--- src/design/assert_macros.svh ---
// assertion macros for the design files, included by the top-level lexer
`ifndef ASSERT_MACROS_SVH
`define ASSERT_MACROS_SVH

// checked outside reset
`define SLT_ASSERT(label, prop, msg) \
    label: assert property (@(posedge aclk) disable iff (!aresetn) prop) else $error(msg);

// checked during reset too
`define SLT_ASSERT_RST(label, prop, msg) \
    label: assert property (@(posedge aclk) prop) else $error(msg);

`endif

--- src/design/slt_pkg.sv ---
// types, constants and character helpers of the source lexer
package slt_pkg;

    localparam int OFFSET_BITS_DEF = 24;
    localparam int LINE_BITS_DEF   = 16;
    localparam int CFG_BITS        = 5;
    localparam int KIND_BITS       = 5;
    localparam int LEN_BITS        = 8;
    localparam int OUT_LINE_BITS   = 16;
    localparam int OUT_OFF_BITS    = 24;
    localparam int TDATA_BITS      = 72;
    localparam logic [CFG_BITS-1:0] TAB_WIDTH_RST = 5'd2;

    localparam logic [7:0] CH_NUL   = 8'h00;
    localparam logic [7:0] CH_TAB   = 8'h09;
    localparam logic [7:0] CH_LF    = 8'h0A;
    localparam logic [7:0] CH_CR    = 8'h0D;
    localparam logic [7:0] CH_SPACE = 8'h20;
    localparam logic [7:0] CH_SLASH = 8'h2F;
    localparam logic [7:0] CH_STAR  = 8'h2A;
    localparam logic [7:0] CH_MINUS = 8'h2D;
    localparam logic [7:0] CH_GT    = 8'h3E;

    typedef enum logic [KIND_BITS-1:0] {
        K_IDENT    = 5'd0,
        K_FUNC     = 5'd1,
        K_RETURN   = 5'd2,
        K_DIVIDE   = 5'd3,
        K_MINUS    = 5'd4,
        K_ARROW    = 5'd5,
        K_PLUS     = 5'd6,
        K_MULTIPLY = 5'd7,
        K_MODULO   = 5'd8,
        K_COMMA    = 5'd9,
        K_SEMI     = 5'd10,
        K_LCURLY   = 5'd11,
        K_RCURLY   = 5'd12,
        K_LPAREN   = 5'd13,
        K_RPAREN   = 5'd14,
        K_END      = 5'd15,
        K_ERROR    = 5'd16
    } tok_kind_t;

    // one lexer pass as seen by the datapath
    typedef struct packed {
        logic      adv_char;
        logic      adv_line;
        logic      adv_tab;
        logic      mark;
        logic      emit;
        tok_kind_t kind;
        logic      last;
    } lex_cmd_t;

    typedef struct packed {
        logic [LEN_BITS-1:0] cur_len;
        logic                div_busy;
        logic                out_free;
    } lex_stat_t;

    function automatic logic is_alpha(input logic [7:0] c);
        return (c >= 8'h61 && c <= 8'h7A) || (c >= 8'h41 && c <= 8'h5A) || c == 8'h5F;
    endfunction

    function automatic logic is_alnum(input logic [7:0] c);
        return is_alpha(c) || (c >= 8'h30 && c <= 8'h39);
    endfunction

    function automatic tok_kind_t single_kind(input logic [7:0] c);
        tok_kind_t k;
        case (c)
            8'h2B:   k = K_PLUS;
            8'h2A:   k = K_MULTIPLY;
            8'h25:   k = K_MODULO;
            8'h2C:   k = K_COMMA;
            8'h3B:   k = K_SEMI;
            8'h7B:   k = K_LCURLY;
            8'h7D:   k = K_RCURLY;
            8'h28:   k = K_LPAREN;
            8'h29:   k = K_RPAREN;
            default: k = K_ERROR;
        endcase
        return k;
    endfunction

    // true when the start mode emits a token for this byte
    function automatic logic start_emits(input logic [7:0] c);
        return !(is_alpha(c) || c == CH_LF || c == CH_CR || c == CH_TAB
                 || c == CH_SPACE || c == CH_SLASH || c == CH_MINUS);
    endfunction

    function automatic logic [7:0] kw_func_char(input logic [LEN_BITS-1:0] p);
        logic [7:0] ch;
        case (p)
            8'd0:    ch = 8'h66;
            8'd1:    ch = 8'h75;
            8'd2:    ch = 8'h6E;
            8'd3:    ch = 8'h63;
            default: ch = 8'h00;
        endcase
        return ch;
    endfunction

    function automatic logic [7:0] kw_return_char(input logic [LEN_BITS-1:0] p);
        logic [7:0] ch;
        case (p)
            8'd0:    ch = 8'h72;
            8'd1:    ch = 8'h65;
            8'd2:    ch = 8'h74;
            8'd3:    ch = 8'h75;
            8'd4:    ch = 8'h72;
            8'd5:    ch = 8'h6E;
            default: ch = 8'h00;
        endcase
        return ch;
    endfunction

endpackage

--- src/design/source_lexer_tokenizer.sv ---
// byte-stream lexer: one byte per transaction in, tokens out with start position
// a token is presented in the cycle after the pass that closes it
// a byte is accepted, then takes one or two lexer passes, plus output waits
// a tab also stalls input while the bit-serial tab stop remainder unit runs
// throughput: at most two tokens per byte and one per cycle out, while m_tready is high
// reset: synchronous active-low aresetn clears mode, counters and tab width (to 2)
`include "assert_macros.svh"

module source_lexer_tokenizer #(
    parameter int OFFSET_BITS = slt_pkg::OFFSET_BITS_DEF,
    parameter int LINE_BITS   = slt_pkg::LINE_BITS_DEF
) (
    input  logic                           aclk,
    input  logic                           aresetn,
    input  logic                           cfg_wr_en,
    input  logic [slt_pkg::CFG_BITS-1:0]   cfg_wr_data,
    input  logic                           s_tvalid,
    output logic                           s_tready,
    input  logic [7:0]                     s_tdata,  // char_in
    output logic                           m_tvalid,
    input  logic                           m_tready,
    // token_kind, start_line, start_column, start_offset, lexeme_length, zero pad
    output logic [slt_pkg::TDATA_BITS-1:0] m_tdata,
    output logic                           m_tlast   // last_of_run
);

    slt_pkg::lex_cmd_t  cmd;
    slt_pkg::lex_stat_t stat;

    slt_ctrl u_ctrl (
        .aclk     (aclk),
        .aresetn  (aresetn),
        .s_tvalid (s_tvalid),
        .s_tready (s_tready),
        .s_tdata  (s_tdata),
        .stat     (stat),
        .cmd      (cmd)
    );

    slt_dpath #(
        .OFFSET_BITS (OFFSET_BITS),
        .LINE_BITS   (LINE_BITS)
    ) u_dpath (
        .aclk        (aclk),
        .aresetn     (aresetn),
        .cfg_wr_en   (cfg_wr_en),
        .cfg_wr_data (cfg_wr_data),
        .cmd         (cmd),
        .stat        (stat),
        .m_tvalid    (m_tvalid),
        .m_tready    (m_tready),
        .m_tdata     (m_tdata),
        .m_tlast     (m_tlast)
    );

    `SLT_ASSERT(a_no_take_while_div, stat.div_busy |-> !s_tready, "byte taken during tab divide")
    `SLT_ASSERT(a_hold_after_take, (s_tvalid && s_tready) |=> !s_tready, "second byte taken")
    `SLT_ASSERT(a_emit_needs_room, cmd.emit |-> stat.out_free, "token emitted over full output")
    `SLT_ASSERT_RST(a_reset_clears_out, !aresetn |=> !m_tvalid, "output valid after reset")

endmodule

--- src/design/slt_ctrl.sv ---
// lexer FSM: holds the byte, one pass per cycle unless output/tab stall
module slt_ctrl (
    input  logic              aclk,
    input  logic              aresetn,
    input  logic              s_tvalid,
    output logic              s_tready,
    input  logic [7:0]        s_tdata,
    input  slt_pkg::lex_stat_t stat,
    output slt_pkg::lex_cmd_t  cmd
);

    typedef enum logic [8:0] {
        M_START    = 9'b000000001,
        M_CR       = 9'b000000010,
        M_DIV      = 9'b000000100,
        M_IDENT    = 9'b000001000,
        M_MINUS    = 9'b000010000,
        M_MLC      = 9'b000100000,
        M_MLC_CR   = 9'b001000000,
        M_MLC_STAR = 9'b010000000,
        M_SLC      = 9'b100000000
    } mode_t;

    mode_t      mode_reg, mode_next;
    logic [1:0] kw_reg, kw_next;
    logic       byte_valid_reg, byte_valid_next;
    logic [7:0] byte_reg;
    logic       done;
    logic       step;
    logic       later_emit;
    slt_pkg::lex_cmd_t cmd_c;

    assign s_tready   = !byte_valid_reg && !stat.div_busy;
    assign step       = byte_valid_reg && stat.out_free && !stat.div_busy;
    assign later_emit = slt_pkg::start_emits(byte_reg);
    assign cmd        = step ? cmd_c : '0;

    always_comb begin
        cmd_c     = '0;
        cmd_c.kind = slt_pkg::K_IDENT;
        done      = 1'b0;
        mode_next = mode_reg;
        kw_next   = kw_reg;
        unique case (mode_reg)
            M_CR: begin
                if (byte_reg == slt_pkg::CH_LF) begin
                    cmd_c.adv_char = 1'b1;
                    done = 1'b1;
                end
                cmd_c.adv_line = 1'b1;
                mode_next = M_START;
            end
            M_DIV: begin
                if (byte_reg == slt_pkg::CH_SLASH) begin
                    cmd_c.adv_char = 1'b1;
                    mode_next = M_SLC;
                    done = 1'b1;
                end else if (byte_reg == slt_pkg::CH_STAR) begin
                    cmd_c.adv_char = 1'b1;
                    mode_next = M_MLC;
                    done = 1'b1;
                end else begin
                    cmd_c.emit = 1'b1;
                    cmd_c.kind = slt_pkg::K_DIVIDE;
                    cmd_c.last = !later_emit;
                    mode_next = M_START;
                end
            end
            M_IDENT: begin
                if (slt_pkg::is_alnum(byte_reg)) begin
                    if (!(stat.cur_len < 8'd4 &&
                          slt_pkg::kw_func_char(stat.cur_len) == byte_reg)) begin
                        kw_next[0] = 1'b0;
                    end
                    if (!(stat.cur_len < 8'd6 &&
                          slt_pkg::kw_return_char(stat.cur_len) == byte_reg)) begin
                        kw_next[1] = 1'b0;
                    end
                    cmd_c.adv_char = 1'b1;
                    done = 1'b1;
                end else begin
                    cmd_c.emit = 1'b1;
                    cmd_c.last = !later_emit;
                    if (kw_reg[0] && stat.cur_len == 8'd4) begin
                        cmd_c.kind = slt_pkg::K_FUNC;
                    end else if (kw_reg[1] && stat.cur_len == 8'd6) begin
                        cmd_c.kind = slt_pkg::K_RETURN;
                    end else begin
                        cmd_c.kind = slt_pkg::K_IDENT;
                    end
                    kw_next   = 2'b11;
                    mode_next = M_START;
                end
            end
            M_MINUS: begin
                cmd_c.emit = 1'b1;
                if (byte_reg == slt_pkg::CH_GT) begin
                    cmd_c.adv_char = 1'b1;
                    cmd_c.kind = slt_pkg::K_ARROW;
                    cmd_c.last = 1'b1;
                    done = 1'b1;
                end else begin
                    cmd_c.kind = slt_pkg::K_MINUS;
                    cmd_c.last = !later_emit;
                end
                mode_next = M_START;
            end
            M_MLC: begin
                done = 1'b1;
                if (byte_reg == slt_pkg::CH_NUL) begin
                    cmd_c.mark = 1'b1;
                    cmd_c.emit = 1'b1;
                    cmd_c.kind = slt_pkg::K_END;
                    cmd_c.last = 1'b1;
                    mode_next = M_START;
                end else begin
                    cmd_c.adv_char = 1'b1;
                    if (byte_reg == slt_pkg::CH_LF) begin
                        cmd_c.adv_line = 1'b1;
                    end else if (byte_reg == slt_pkg::CH_CR) begin
                        mode_next = M_MLC_CR;
                    end else if (byte_reg == slt_pkg::CH_STAR) begin
                        mode_next = M_MLC_STAR;
                    end
                end
            end
            M_MLC_CR: begin
                if (byte_reg == slt_pkg::CH_LF) begin
                    cmd_c.adv_char = 1'b1;
                    done = 1'b1;
                end
                cmd_c.adv_line = 1'b1;
                mode_next = M_MLC;
            end
            M_MLC_STAR: begin
                if (byte_reg == slt_pkg::CH_SLASH) begin
                    cmd_c.adv_char = 1'b1;
                    mode_next = M_START;
                    done = 1'b1;
                end else begin
                    mode_next = M_MLC;
                end
            end
            M_SLC: begin
                done = 1'b1;
                if (byte_reg == slt_pkg::CH_NUL) begin
                    cmd_c.mark = 1'b1;
                    cmd_c.emit = 1'b1;
                    cmd_c.kind = slt_pkg::K_END;
                    cmd_c.last = 1'b1;
                    mode_next = M_START;
                end else begin
                    cmd_c.adv_char = 1'b1;
                    if (byte_reg == slt_pkg::CH_LF) begin
                        cmd_c.adv_line = 1'b1;
                        mode_next = M_START;
                    end else if (byte_reg == slt_pkg::CH_CR) begin
                        mode_next = M_CR;
                    end
                end
            end
            default: begin
                cmd_c.mark = 1'b1;
                done = 1'b1;
                mode_next = M_START;
                if (slt_pkg::is_alpha(byte_reg)) begin
                    kw_next = {byte_reg == 8'h72, byte_reg == 8'h66};
                    cmd_c.adv_char = 1'b1;
                    mode_next = M_IDENT;
                end else if (byte_reg == slt_pkg::CH_NUL) begin
                    cmd_c.emit = 1'b1;
                    cmd_c.kind = slt_pkg::K_END;
                    cmd_c.last = 1'b1;
                end else if (byte_reg == slt_pkg::CH_LF) begin
                    cmd_c.adv_char = 1'b1;
                    cmd_c.adv_line = 1'b1;
                end else if (byte_reg == slt_pkg::CH_CR) begin
                    cmd_c.adv_char = 1'b1;
                    mode_next = M_CR;
                end else if (byte_reg == slt_pkg::CH_TAB) begin
                    cmd_c.adv_char = 1'b1;
                    cmd_c.adv_tab  = 1'b1;
                end else if (byte_reg == slt_pkg::CH_SPACE) begin
                    cmd_c.adv_char = 1'b1;
                end else if (byte_reg == slt_pkg::CH_SLASH) begin
                    cmd_c.adv_char = 1'b1;
                    mode_next = M_DIV;
                end else if (byte_reg == slt_pkg::CH_MINUS) begin
                    cmd_c.adv_char = 1'b1;
                    mode_next = M_MINUS;
                end else begin
                    cmd_c.adv_char = 1'b1;
                    cmd_c.emit = 1'b1;
                    cmd_c.kind = slt_pkg::single_kind(byte_reg);
                    cmd_c.last = 1'b1;
                end
            end
        endcase
    end

    always_comb begin
        byte_valid_next = byte_valid_reg;
        if (s_tvalid && s_tready) begin
            byte_valid_next = 1'b1;
        end else if (step && done) begin
            byte_valid_next = 1'b0;
        end
    end

    always_ff @(posedge aclk) begin
        if (!aresetn) begin
            mode_reg       <= M_START;
            kw_reg         <= 2'b11;
            byte_valid_reg <= 1'b0;
        end else begin
            byte_valid_reg <= byte_valid_next;
            if (step) begin
                mode_reg <= mode_next;
                kw_reg   <= kw_next;
            end
        end
    end

    always_ff @(posedge aclk) begin
        if (s_tvalid && s_tready) begin
            byte_reg <= s_tdata;
        end
    end

endmodule

--- src/design/slt_dpath.sv ---
// position counters, tab divider and token output register
module slt_dpath #(
    parameter int OFFSET_BITS = slt_pkg::OFFSET_BITS_DEF,
    parameter int LINE_BITS   = slt_pkg::LINE_BITS_DEF
) (
    input  logic                             aclk,
    input  logic                             aresetn,
    input  logic                             cfg_wr_en,
    input  logic [slt_pkg::CFG_BITS-1:0]     cfg_wr_data,
    input  slt_pkg::lex_cmd_t                cmd,
    output slt_pkg::lex_stat_t               stat,
    output logic                             m_tvalid,
    input  logic                             m_tready,
    output logic [slt_pkg::TDATA_BITS-1:0]   m_tdata,
    output logic                             m_tlast
);

    localparam int VBITS = LINE_BITS + 1;
    localparam int CBITS = $clog2(VBITS + 1);
    localparam int LW = (LINE_BITS > slt_pkg::OUT_LINE_BITS) ? LINE_BITS
                                                               : slt_pkg::OUT_LINE_BITS;
    localparam int OW = (OFFSET_BITS > slt_pkg::OUT_OFF_BITS) ? OFFSET_BITS
                                                                : slt_pkg::OUT_OFF_BITS;
    localparam logic [OFFSET_BITS-1:0] OFF_MAX  = '1;
    localparam logic [LINE_BITS-1:0]   LINE_MAX = '1;

    logic [slt_pkg::CFG_BITS-1:0] tab_width_reg;
    logic [OFFSET_BITS-1:0] off_reg, off_next, tso_reg;
    logic [LINE_BITS-1:0]   line_reg, line_next, col_reg, col_next, col_inc;
    logic [LINE_BITS-1:0]   tsl_reg, tsc_reg;
    logic [slt_pkg::CFG_BITS-1:0] tw;

    logic [VBITS-1:0] vsh_reg, vhold_reg, vstart, vres;
    logic [slt_pkg::CFG_BITS-1:0] rem_reg, rem_next;
    logic [slt_pkg::CFG_BITS:0]   r2;
    logic [CBITS-1:0] cnt_reg;

    logic [OFFSET_BITS-1:0] st_off, len_diff, cur_diff;
    logic [LINE_BITS-1:0]   st_line, st_col;
    logic [LW-1:0] line_ext, col_ext;
    logic [OW-1:0] off_ext;
    logic [15:0] o_line, o_col;
    logic [23:0] o_off;
    logic [7:0]  o_len;

    logic                          m_tvalid_reg;
    logic [slt_pkg::TDATA_BITS-1:0] m_tdata_reg;
    logic                          m_tlast_reg;

    assign tw      = (tab_width_reg == '0) ? slt_pkg::CFG_BITS'(1) : tab_width_reg;
    assign col_inc = (col_reg == LINE_MAX) ? col_reg : col_reg + 1'b1;
    assign vstart  = {1'b0, col_inc} + VBITS'(tw);

    always_comb begin
        off_next = off_reg;
        if (cmd.adv_char && off_reg != OFF_MAX) begin
            off_next = off_reg + 1'b1;
        end
    end

    // restoring remainder step, one bit per cycle
    assign r2       = {rem_reg, vsh_reg[VBITS-1]};
    assign rem_next = (r2 >= {1'b0, tw}) ? slt_pkg::CFG_BITS'(r2 - {1'b0, tw})
                                         : r2[slt_pkg::CFG_BITS-1:0];
    assign vres     = vhold_reg - VBITS'(rem_next);

    always_comb begin
        line_next = line_reg;
        col_next  = col_reg;
        if (cmd.adv_char) begin
            col_next = col_inc;
        end
        if (cmd.adv_line) begin
            col_next = LINE_BITS'(1);
            if (line_reg != LINE_MAX) begin
                line_next = line_reg + 1'b1;
            end
        end
        if (cnt_reg == CBITS'(1)) begin
            col_next = (vres[VBITS-1]) ? LINE_MAX : vres[LINE_BITS-1:0];
        end
    end

    assign cur_diff = (off_reg >= tso_reg) ? off_reg - tso_reg : '0;
    assign stat.cur_len  = (cur_diff > OFFSET_BITS'(255)) ? 8'hFF : cur_diff[7:0];
    assign stat.div_busy = (cnt_reg != '0);
    assign stat.out_free = !m_tvalid_reg || m_tready;

    assign st_off   = cmd.mark ? off_reg  : tso_reg;
    assign st_line  = cmd.mark ? line_reg : tsl_reg;
    assign st_col   = cmd.mark ? col_reg  : tsc_reg;
    assign len_diff = (off_next >= st_off) ? off_next - st_off : '0;
    assign line_ext = LW'(st_line);
    assign col_ext  = LW'(st_col);
    assign off_ext  = OW'(st_off);
    assign o_line = (line_ext > LW'(16'hFFFF)) ? 16'hFFFF : line_ext[15:0];
    assign o_col  = (col_ext > LW'(16'hFFFF)) ? 16'hFFFF : col_ext[15:0];
    assign o_off  = (off_ext > OW'(24'hFFFFFF)) ? 24'hFFFFFF : off_ext[23:0];
    assign o_len  = (len_diff > OFFSET_BITS'(255)) ? 8'hFF : len_diff[7:0];

    always_ff @(posedge aclk) begin
        if (!aresetn) begin
            tab_width_reg <= slt_pkg::TAB_WIDTH_RST;
            off_reg  <= '0;
            line_reg <= LINE_BITS'(1);
            col_reg  <= LINE_BITS'(1);
            tso_reg  <= '0;
            tsl_reg  <= LINE_BITS'(1);
            tsc_reg  <= LINE_BITS'(1);
            cnt_reg  <= '0;
            m_tvalid_reg <= 1'b0;
        end else begin
            if (cfg_wr_en) begin
                tab_width_reg <= cfg_wr_data;
            end
            off_reg  <= off_next;
            line_reg <= line_next;
            col_reg  <= col_next;
            if (cmd.mark) begin
                tso_reg <= off_reg;
                tsl_reg <= line_reg;
                tsc_reg <= col_reg;
            end
            if (cmd.adv_tab) begin
                cnt_reg <= CBITS'(VBITS);
            end else if (cnt_reg != '0) begin
                cnt_reg <= cnt_reg - 1'b1;
            end
            if (cmd.emit) begin
                m_tvalid_reg <= 1'b1;
            end else if (m_tready) begin
                m_tvalid_reg <= 1'b0;
            end
        end
    end

    always_ff @(posedge aclk) begin
        if (cmd.adv_tab) begin
            vsh_reg   <= vstart;
            vhold_reg <= vstart;
            rem_reg   <= '0;
        end else if (cnt_reg != '0) begin
            vsh_reg <= {vsh_reg[VBITS-2:0], 1'b0};
            rem_reg <= rem_next;
        end
        if (cmd.emit) begin
            m_tdata_reg <= {3'b000, o_len, o_off, o_col, o_line, cmd.kind};
            m_tlast_reg <= cmd.last;
        end
    end

    assign m_tvalid = m_tvalid_reg;
    assign m_tdata  = m_tdata_reg;
    assign m_tlast  = m_tlast_reg;

endmodule
--- config.mk ---
export PLATFORM = sky130hd
export DESIGN_NAME = source_lexer_tokenizer
export DESIGN_NICKNAME = d
export VERILOG_FILES = /design/src/design/slt_pkg.sv /design/src/design/source_lexer_tokenizer.sv /design/src/design/slt_ctrl.sv /design/src/design/slt_dpath.sv
export VERILOG_INCLUDE_DIRS = /design/src /design/src/design
export SDC_FILE = /design/constraint.sdc
export NUM_CORES = 1
export LEC_CHECK = 0
export BUFFER_PORTS_ARGS = -buffer_cell sky130_fd_sc_hd__buf_2
export CAP_MARGIN = 5
export CELL_PAD_IN_SITES_DETAIL_PLACEMENT = 1
export CELL_PAD_IN_SITES_GLOBAL_PLACEMENT = 1
export CORE_UTILIZATION = 43
export DETAILED_ROUTE_END_ITERATION = 8
export GPL_ROUTABILITY_DRIVEN = 0
export PLACE_DENSITY_LB_ADDON = 0.25
export SYNTH_ARGS = -nofsm -noshare
export SYNTH_HDL_FRONTEND = slang
export SYNTH_SLANG_ARGS = --single-unit
--- constraint.sdc ---
create_clock -name aclk -period 5.7 [get_ports aclk]
set_clock_uncertainty 0.1 [all_clocks]
set_input_delay 1.14 -clock aclk [delete_from_list [all_inputs] [get_ports aclk]]
set_output_delay 1.14 -clock aclk [all_outputs]
set_load 0.05 [all_outputs]
==> flow_summary.json, run 1 <==
{
  "status": "finished clean",
  "synth_xor_area_share_pct": 6.07,
  "synth_top_family_by_area": "simple AND/OR/NAND/NOR gates",
  "first_pass_iters": 5,
  "setup_viol": 0,
  "path_max_fanout": 8,
  "rsz0062_at_grt": "true",
  "fin_area_um2": 18000,
  "clock_latency_ps": 580,
  "drcViolationCount": 0,
  "dr_total_vias": 13100,
  "max_cap_viol_count": 0,
  "cts.path.max_buffers": 3,
  "wl_um": 44200,
  "antenna_found_initial": 0,
  "die_x_um": 190,
  "ys_warn_count": 0,
  "crit_type": "reg -> reg",
  "p_per_area_nw_per_um2": 361,
  "drive_above_1_share_pct": 21.2,
  "timing.fmax_mhz": 180,
  "cts_tree": "built",
  "ys_seq_elements": 252,
  "largest_reg_flops": 69,
  "fp.dieH_um": 190,
  "drt-initial-drc-count": 606,
  "num-nets-final": 1951,
  "synth_cells": 1684,
  "htree_levels": 1,
  "grt_util_all_layers_pct": 24.1,
  "synthMuxAreaShare_pct": 4.24,
  "grt_pass1_vias": 13600,
  "synthDistinctLibCells": 102,
  "finalCriticalPeriod_ps": 5570,
  "post-route-period-util_pct": 97.7,
  "p_sw_share_pct": 37.0,
  "core_um2": 34600,
  "ir_worst_vdd_uv": 250,
  "place_area_um2": 16700,
  "multi_input_area_um2": 8580,
  "async_flop_share_pct": 0,
  "n_antenna_cell": 0,
  "num-fill-cells": 4047,
  "clockPowerShare_pct": 27.5,
  "worstPathRequired_ps": 5930,
  "clock-sinks": 252,
  "hp-class": "reg -> reg",
  "synthTopCellsByArea": "edfxtp_1, dfxtp_1, ha_1, nor2_1, a21oi_1",
  "seq_area_um2": 6170,
  "overflow": 0,
  "viasPerCell": 5.58,
  "clk_pin_slew_ps": 60,
  "drv_slew": 0,
  "synth_edf_count": 112,
  "start_util_pct": 43.7,
  "synthAdderAreaFrac_pct": 6.28,
  "synth-compound-area-share_pct": 15.7,
  "avgSynthCellArea_um2": 9.00,
  "synth_area_um2": 15100,
  "io_buffers": 89,
  "yosysTopAreaCell": "edfxtp_1",
  "end_kind": "register",
  "critPathLaunch": "u_ctrl.byte_reg[4]",
  "synth_ff_type": "dfxtp_1",
  "grt_pass1_wl_um": 70200,
  "tightest_slew_ps": 1130,
  "cts_buffers": 29,
  "wl_per_cell_um": 18.9,
  "arrival_ps": 5800,
  "die_area_um2": 36000,
  "worstSetupStartpointType": "register",
  "finalSetupTns_ps": 0,
  "p_switching_mw": 2.40,
  "area_growth_pct": 18.9,
  "relSlewSlack_pct": 24.0,
  "power_mw": 6.50,
  "comb_power_share_pct": 35.5,
  "post-dp-hpwl_um": 31900,
  "p_leak_nw": 7.69,
  "seqPwrFrac_pct": 37.1,
  "p_int_mw": 4.10,
  "rows": 68,
  "synthSimpleGateAreaFrac_pct": 22.2,
  "ant_nets": 0,
  "hold_start": "u_dpath.rem_reg[0]",
  "finalHoldViolations": 0,
  "synth_top_area_share_pct": 22.2,
  "grt_max_degree": 65,
  "ys_seq_area_share_pct": 40.7,
  "root_buffer": "clkbuf_16",
  "timing.rr.start": "u_ctrl.byte_reg[4]",
  "ios": 93
}
cell families after synthesis:
kind of cell	count (synthesis)
fa+ha+maj	73
compound gates	360
mux	59
simple gates	668
flops	252
buf+inv	166
other cells	1
xor+xnor	105
path summary, 6_finish.rpt:
| check | slack (ps) | cells past startpoint | to |
|---|---|---|---|
| worst max-delay path | 130 | 27 | u_dpath.m_tdata[62] |
| worst min-delay path | 390 | 2 | u_dpath.rem_reg[0] |
| worst max register to register | 130 | 27 | u_dpath.m_tdata[62] |
| worst min register to register | 390 | 2 | u_dpath.rem_reg[0] |
critical path, stage by stage, from the launching register on:
cell	delay [ps]
edfxtp_1	440
buf_6	150
or4_4	410
a21oi_2	150
a311oi_2	70
a21oi_2	230
o2111ai_4	170
o21bai_2	190
buf_6	140
a41oi_4	50
xnor2_2	220
ha_2	220
inv_2	50
fa_2	360
a21o_1	210
a21oi_2	190
o21ai_2	120
a2111oi_4	350
buf_4	160
o31a_1	170
o21ai_2	90
a2111oi_2	360
nor2_1	70
nor2_1	110
xnor2_1	120
and3_1	170
buf_6	150
a21oi_1	80
cells in the final DEF (no fill, tap or decap), types with 7 or more instances in the layout:
master	Yosys	routed
and3_1	22	22
clkinv_2	0	8
o31ai_1	8	7
a21oi_1	126	113
clkbuf_16	0	29
a211oi_1	9	9
a21oi_2	5	17
or3_1	12	12
mux2_2	41	41
a31oi_1	24	23
nand2b_1	21	21
nor2_1	207	205
nor2b_1	18	17
nand2_1	137	135
o21ai_0	58	51
nand3_1	52	52
nor3_1	44	43
nand4_1	26	26
o21a_1	17	17
xnor2_1	58	55
a21o_1	21	21
nor4_1	15	9
ha_1	68	66
buf_6	5	8
xor2_1	47	47
mux2i_1	18	18
and2_1	60	60
edfxtp_1	112	112
buf_4	5	118
buf_2	9	89
dfxtp_1	140	139
inv_1	92	91
clkbuf_1	50	9
and4_1	7	7
cell usage after synthesis (21+ instances only):
cell,count
nor2_1,207
o21ai_0,58
and2_1,60
mux2_2,41
a31oi_1,24
a21oi_1,126
inv_1,92
nand3_1,52
and3_1,22
nand4_1,26
xnor2_1,58
xor2_1,47
dfxtp_1,140
nor3_1,44
a21o_1,21
clkbuf_1,50
edfxtp_1,112
nand2b_1,21
ha_1,68
nand2_1,137
layer usage:
layer	up-vias	part of all wire (%)	GRT usage (%)
met2	197	49	42.1
met3	64	3.3	2.88
met4	0	2.1	7.13
met5	-	0	0
li1	6352	-	-
met1	6443	46	31.0
area by class of cell:
class	count	area share [%]
Timing Repair Buffer	216	8.00
Clock inverter	11	0.403
Multi-Input combinational cell	1268	47.7
Inverter	93	1.94
Clock buffer	43	4.60
Tap cell	455	3.16
Sequential cell	252	34.2
power by group through the flow:
stage	logic [mW]	clock network (mW)	registers, mW
detailed placement	2.22	0	2.44
global placement	2.14	0	2.43
global route	2.51	1.89	2.44
floorplan	1.39	0	2.60
finish	2.31	1.78	2.41
CTS	2.24	1.82	2.41
per-stage QoR:
| step | cells | setup slack (ps) | hold slack (ps) | util, % |
|---|---|---|---|---|
| 5_1_grt | 2338 | -200 | 414 | 52.0 |
| 6_report | 2338 | 132 | 391 | 52.0 |
| 3_3_place_gp | 2268 | -42.5 | 371 | 48.2 |
| 2_1_floorplan | 1686 | 10.3 | 349 | - |
| 3_5_place_dp | 2268 | -267 | 385 | 48.2 |
| 4_1_cts | 2322 | 4.64 | 395 | 51.0 |
timing repair:
action                     CTS  global route
hold buffers                 0             0
setup endpoints to repair    8             8
setup buffers                0            16
pin swaps                    7            28
gates resized for setup     16            54
Power figures use the tool's default switching activity.
==> inputs of run 2 (changes only) <==
ABC_AREA = 1   (was not set)
CORE_UTILIZATION = 42   (was 43)
REMOVE_ABC_BUFFERS = 1   (was not set)
==> flow_summary.json, run 2 <==
{
  "drcViolationCount": 0,
  "place_area_um2": 17500,
  "final_common_cell": "nand2_1",
  "post-route-period-util_pct": 93.5,
  "tightest_slew_ps": 1080,
  "num-nets-final": 2422,
  "crit_slowest_cell": "edfxtp_1",
  "htree_levels": 1,
  "place_ws_ps": -181,
  "async_flop_share_pct": 0,
  "setup_viol": 0,
  "finalCriticalPeriod_ps": 5330,
  "p_leak_nw": 8.84,
  "drv_slew": 0,
  "postLayoutCoreUtil_pct": 48.9,
  "rows": 71,
  "path_max_fanout": 8,
  "clk_pin_slew_ps": 60,
  "end_kind": "register",
  "ys_warn_count": 0,
  "grt_pass1_vias": 15500,
  "synth_top_area_share_pct": 20.6,
  "num-fill-cells": 4899,
  "hp-class": "reg -> reg",
  "wl_per_cell_um": 16.7,
  "synth_cells": 2220,
  "drt-initial-drc-count": 558,
  "overflow": 0,
  "cts.path.max_buffers": 3,
  "first_pass_iters": 5,
  "die_area_um2": 39800,
  "clock-sinks": 252,
  "core_um2": 38000,
  "ant_nets": 0,
  "drive_above_1_share_pct": 16.1,
  "holdBufCountCts": 0,
  "root_buffer": "clkbuf_16",
  "ys_seq_elements": 252,
  "io_buffers": 89,
  "viasPerCell": 5.19,
  "dr_total_vias": 14900,
  "area_growth_pct": 13.7,
  "status": "finished clean",
  "fp.dieH_um": 199,
  "arrival_ps": 5640,
  "worstPathRequired_ps": 6010,
  "worst_path_most_repeated_cell": "nand2_1",
  "largest_reg_flops": 69,
  "grt_max_degree": 91,
  "wl_um": 47900,
  "post-dp-hpwl_um": 37400,
  "p_per_area_nw_per_um2": 630,
  "synth_area_um2": 16400,
  "fin_area_um2": 18600,
  "grt_util_all_layers_pct": 24.5,
  "die_x_um": 199,
  "antenna_found_initial": 0,
  "synth_edf_count": 112,
  "met1_usage_pct": 31.2,
  "worstSetupStartpointType": "register",
  "use_met2_pct": 42.9,
  "synthDistinctLibCells": 69,
  "layout_setup_ws_ps": 370,
  "grt_busiest_layer": "met2",
  "grt_pass1_wl_um": 78200,
  "yosysTopAreaCell": "edfxtp_1",
  "synthTopCellsByArea": "edfxtp_1, dfxtp_1, nand2_1, inv_1, ha_1",
  "relSlewSlack_pct": 26.2,
  "timing.fmax_mhz": 188,
  "crit_path_max_incr_delay_ps": 500,
  "yosysMostFrequentCell": "nand2_1",
  "ir_worst_vdd_uv": 665,
  "synth_ff_type": "dfxtp_1",
  "synth_common_cells": "nand2_1, inv_1, nor2_1",
  "max_cap_viol_count": 0,
  "ios": 93,
  "finalHoldViolations": 0,
  "ys_seq_area_share_pct": 37.7,
  "cts_buffers": 30,
  "avgSynthCellArea_um2": 7.37,
  "cts_tree": "built",
  "final_cell_mix": "nand2_1, inv_1, nor2_1, dfxtp_1, a21oi_1",
  "start_util_pct": 43.0,
  "crit_type": "reg -> reg",
  "use_met3_pct": 3.22,
  "n_antenna_cell": 0,
  "clock_latency_ps": 580
}
==> run 2: changes by cell type after synthesis, sizes merged, moves of 40 or more <==
cell / before / now
nand2: 139 / 514
inv: 93 / 391
nand3: 52 / 127
and2: 64 / 6
mux2: 41 / 1
==> run 2: critical path, delay by kind of cell (launching register included) <==
family                     cells  cell delay (ps)
and+or+nand+nor               17             2730
adders and majority gates      1              370
AOI/OAI and AO/OA              4              770
xor gates and xnor gates       1              180
buffers and inverters          4              510
DFF                            1              500
==> run 2: cell type report <==
cell class                      count  area (µm²)  share of cell area (%)
Tap cell                          511         639                    3.44
Multi-Input combinational cell   1527        8600                    46.2
Clock inverter                     13         126                   0.679
Sequential cell                   252        6170                    33.1
Timing Repair Buffer              127         743                    3.99
Clock buffer                       43         852                    4.58
Inverter                          393        1480                    7.95
==> run 2: worst paths after layout <==
kind | to | startpoint | cells past startpoint | slack [ps]
worst max-delay path | u_dpath.m_tdata[68] | u_ctrl.byte_reg[4] | 27 | 370
worst min-delay path | u_ctrl.kw_reg[1] | u_ctrl.kw_reg[1] | 2 | 370
worst max register to register | u_dpath.m_tdata[68] | u_ctrl.byte_reg[4] | 27 | 370
worst min register to register | u_ctrl.kw_reg[1] | u_ctrl.kw_reg[1] | 2 | 370
==> run 2: kinds of logic (layout without fill, tap and decap cells) <==
kind of cell | count (synthesis) | after routing | share of synthesized area, %
buffers and inverters | 443 | 576 | 10.4
xor gates and xnor gates | 79 | 79 | 4.27
and+or+nand+nor | 1034 | 1034 | 29.6
AOI/OAI and AO/OA | 337 | 337 | 12.2
adders and majority gates | 73 | 73 | 5.81
muxes | 1 | 1 | 0.0688
DFF | 252 | 252 | 37.7
other | 1 | 3 | 0.0229
==> run 2: metrics by stage <==
stage                     setup TNS, ps  hold WS, ps  instances  total power, mW
after floorplan                  -15330          329       2172             7.70
after detailed placement          -1140          353       2800             9.51
final                                 0          372       2866             11.7
after global routing               -207          404       2866             12.7
after global placement                0          343       2800             9.26
after CTS                             0          376       2857             11.6
==> run 2: routing by layer <==
metal	wire [µm]	share of wire, %	up-vias
met3	1900	4.0	89
met2	23000	48	251
met4	1370	2.9	0
li1	-	-	7448
met1	21700	45	7089
met5	0	0	-
==> run 2: what timing repair did <==
item | in CTS | in global routing
resized for setup | 3 | 26
endpoints found under the setup margin | 8 | 15
setup buffers | 1 | 9
pin swaps | 1 | 7
==> run 2: where the power goes <==
part / internal [mW] / switching [mW]
registers: 2.47 / 0.170
clock network: 1.13 / 0.782
logic: 2.34 / 4.84
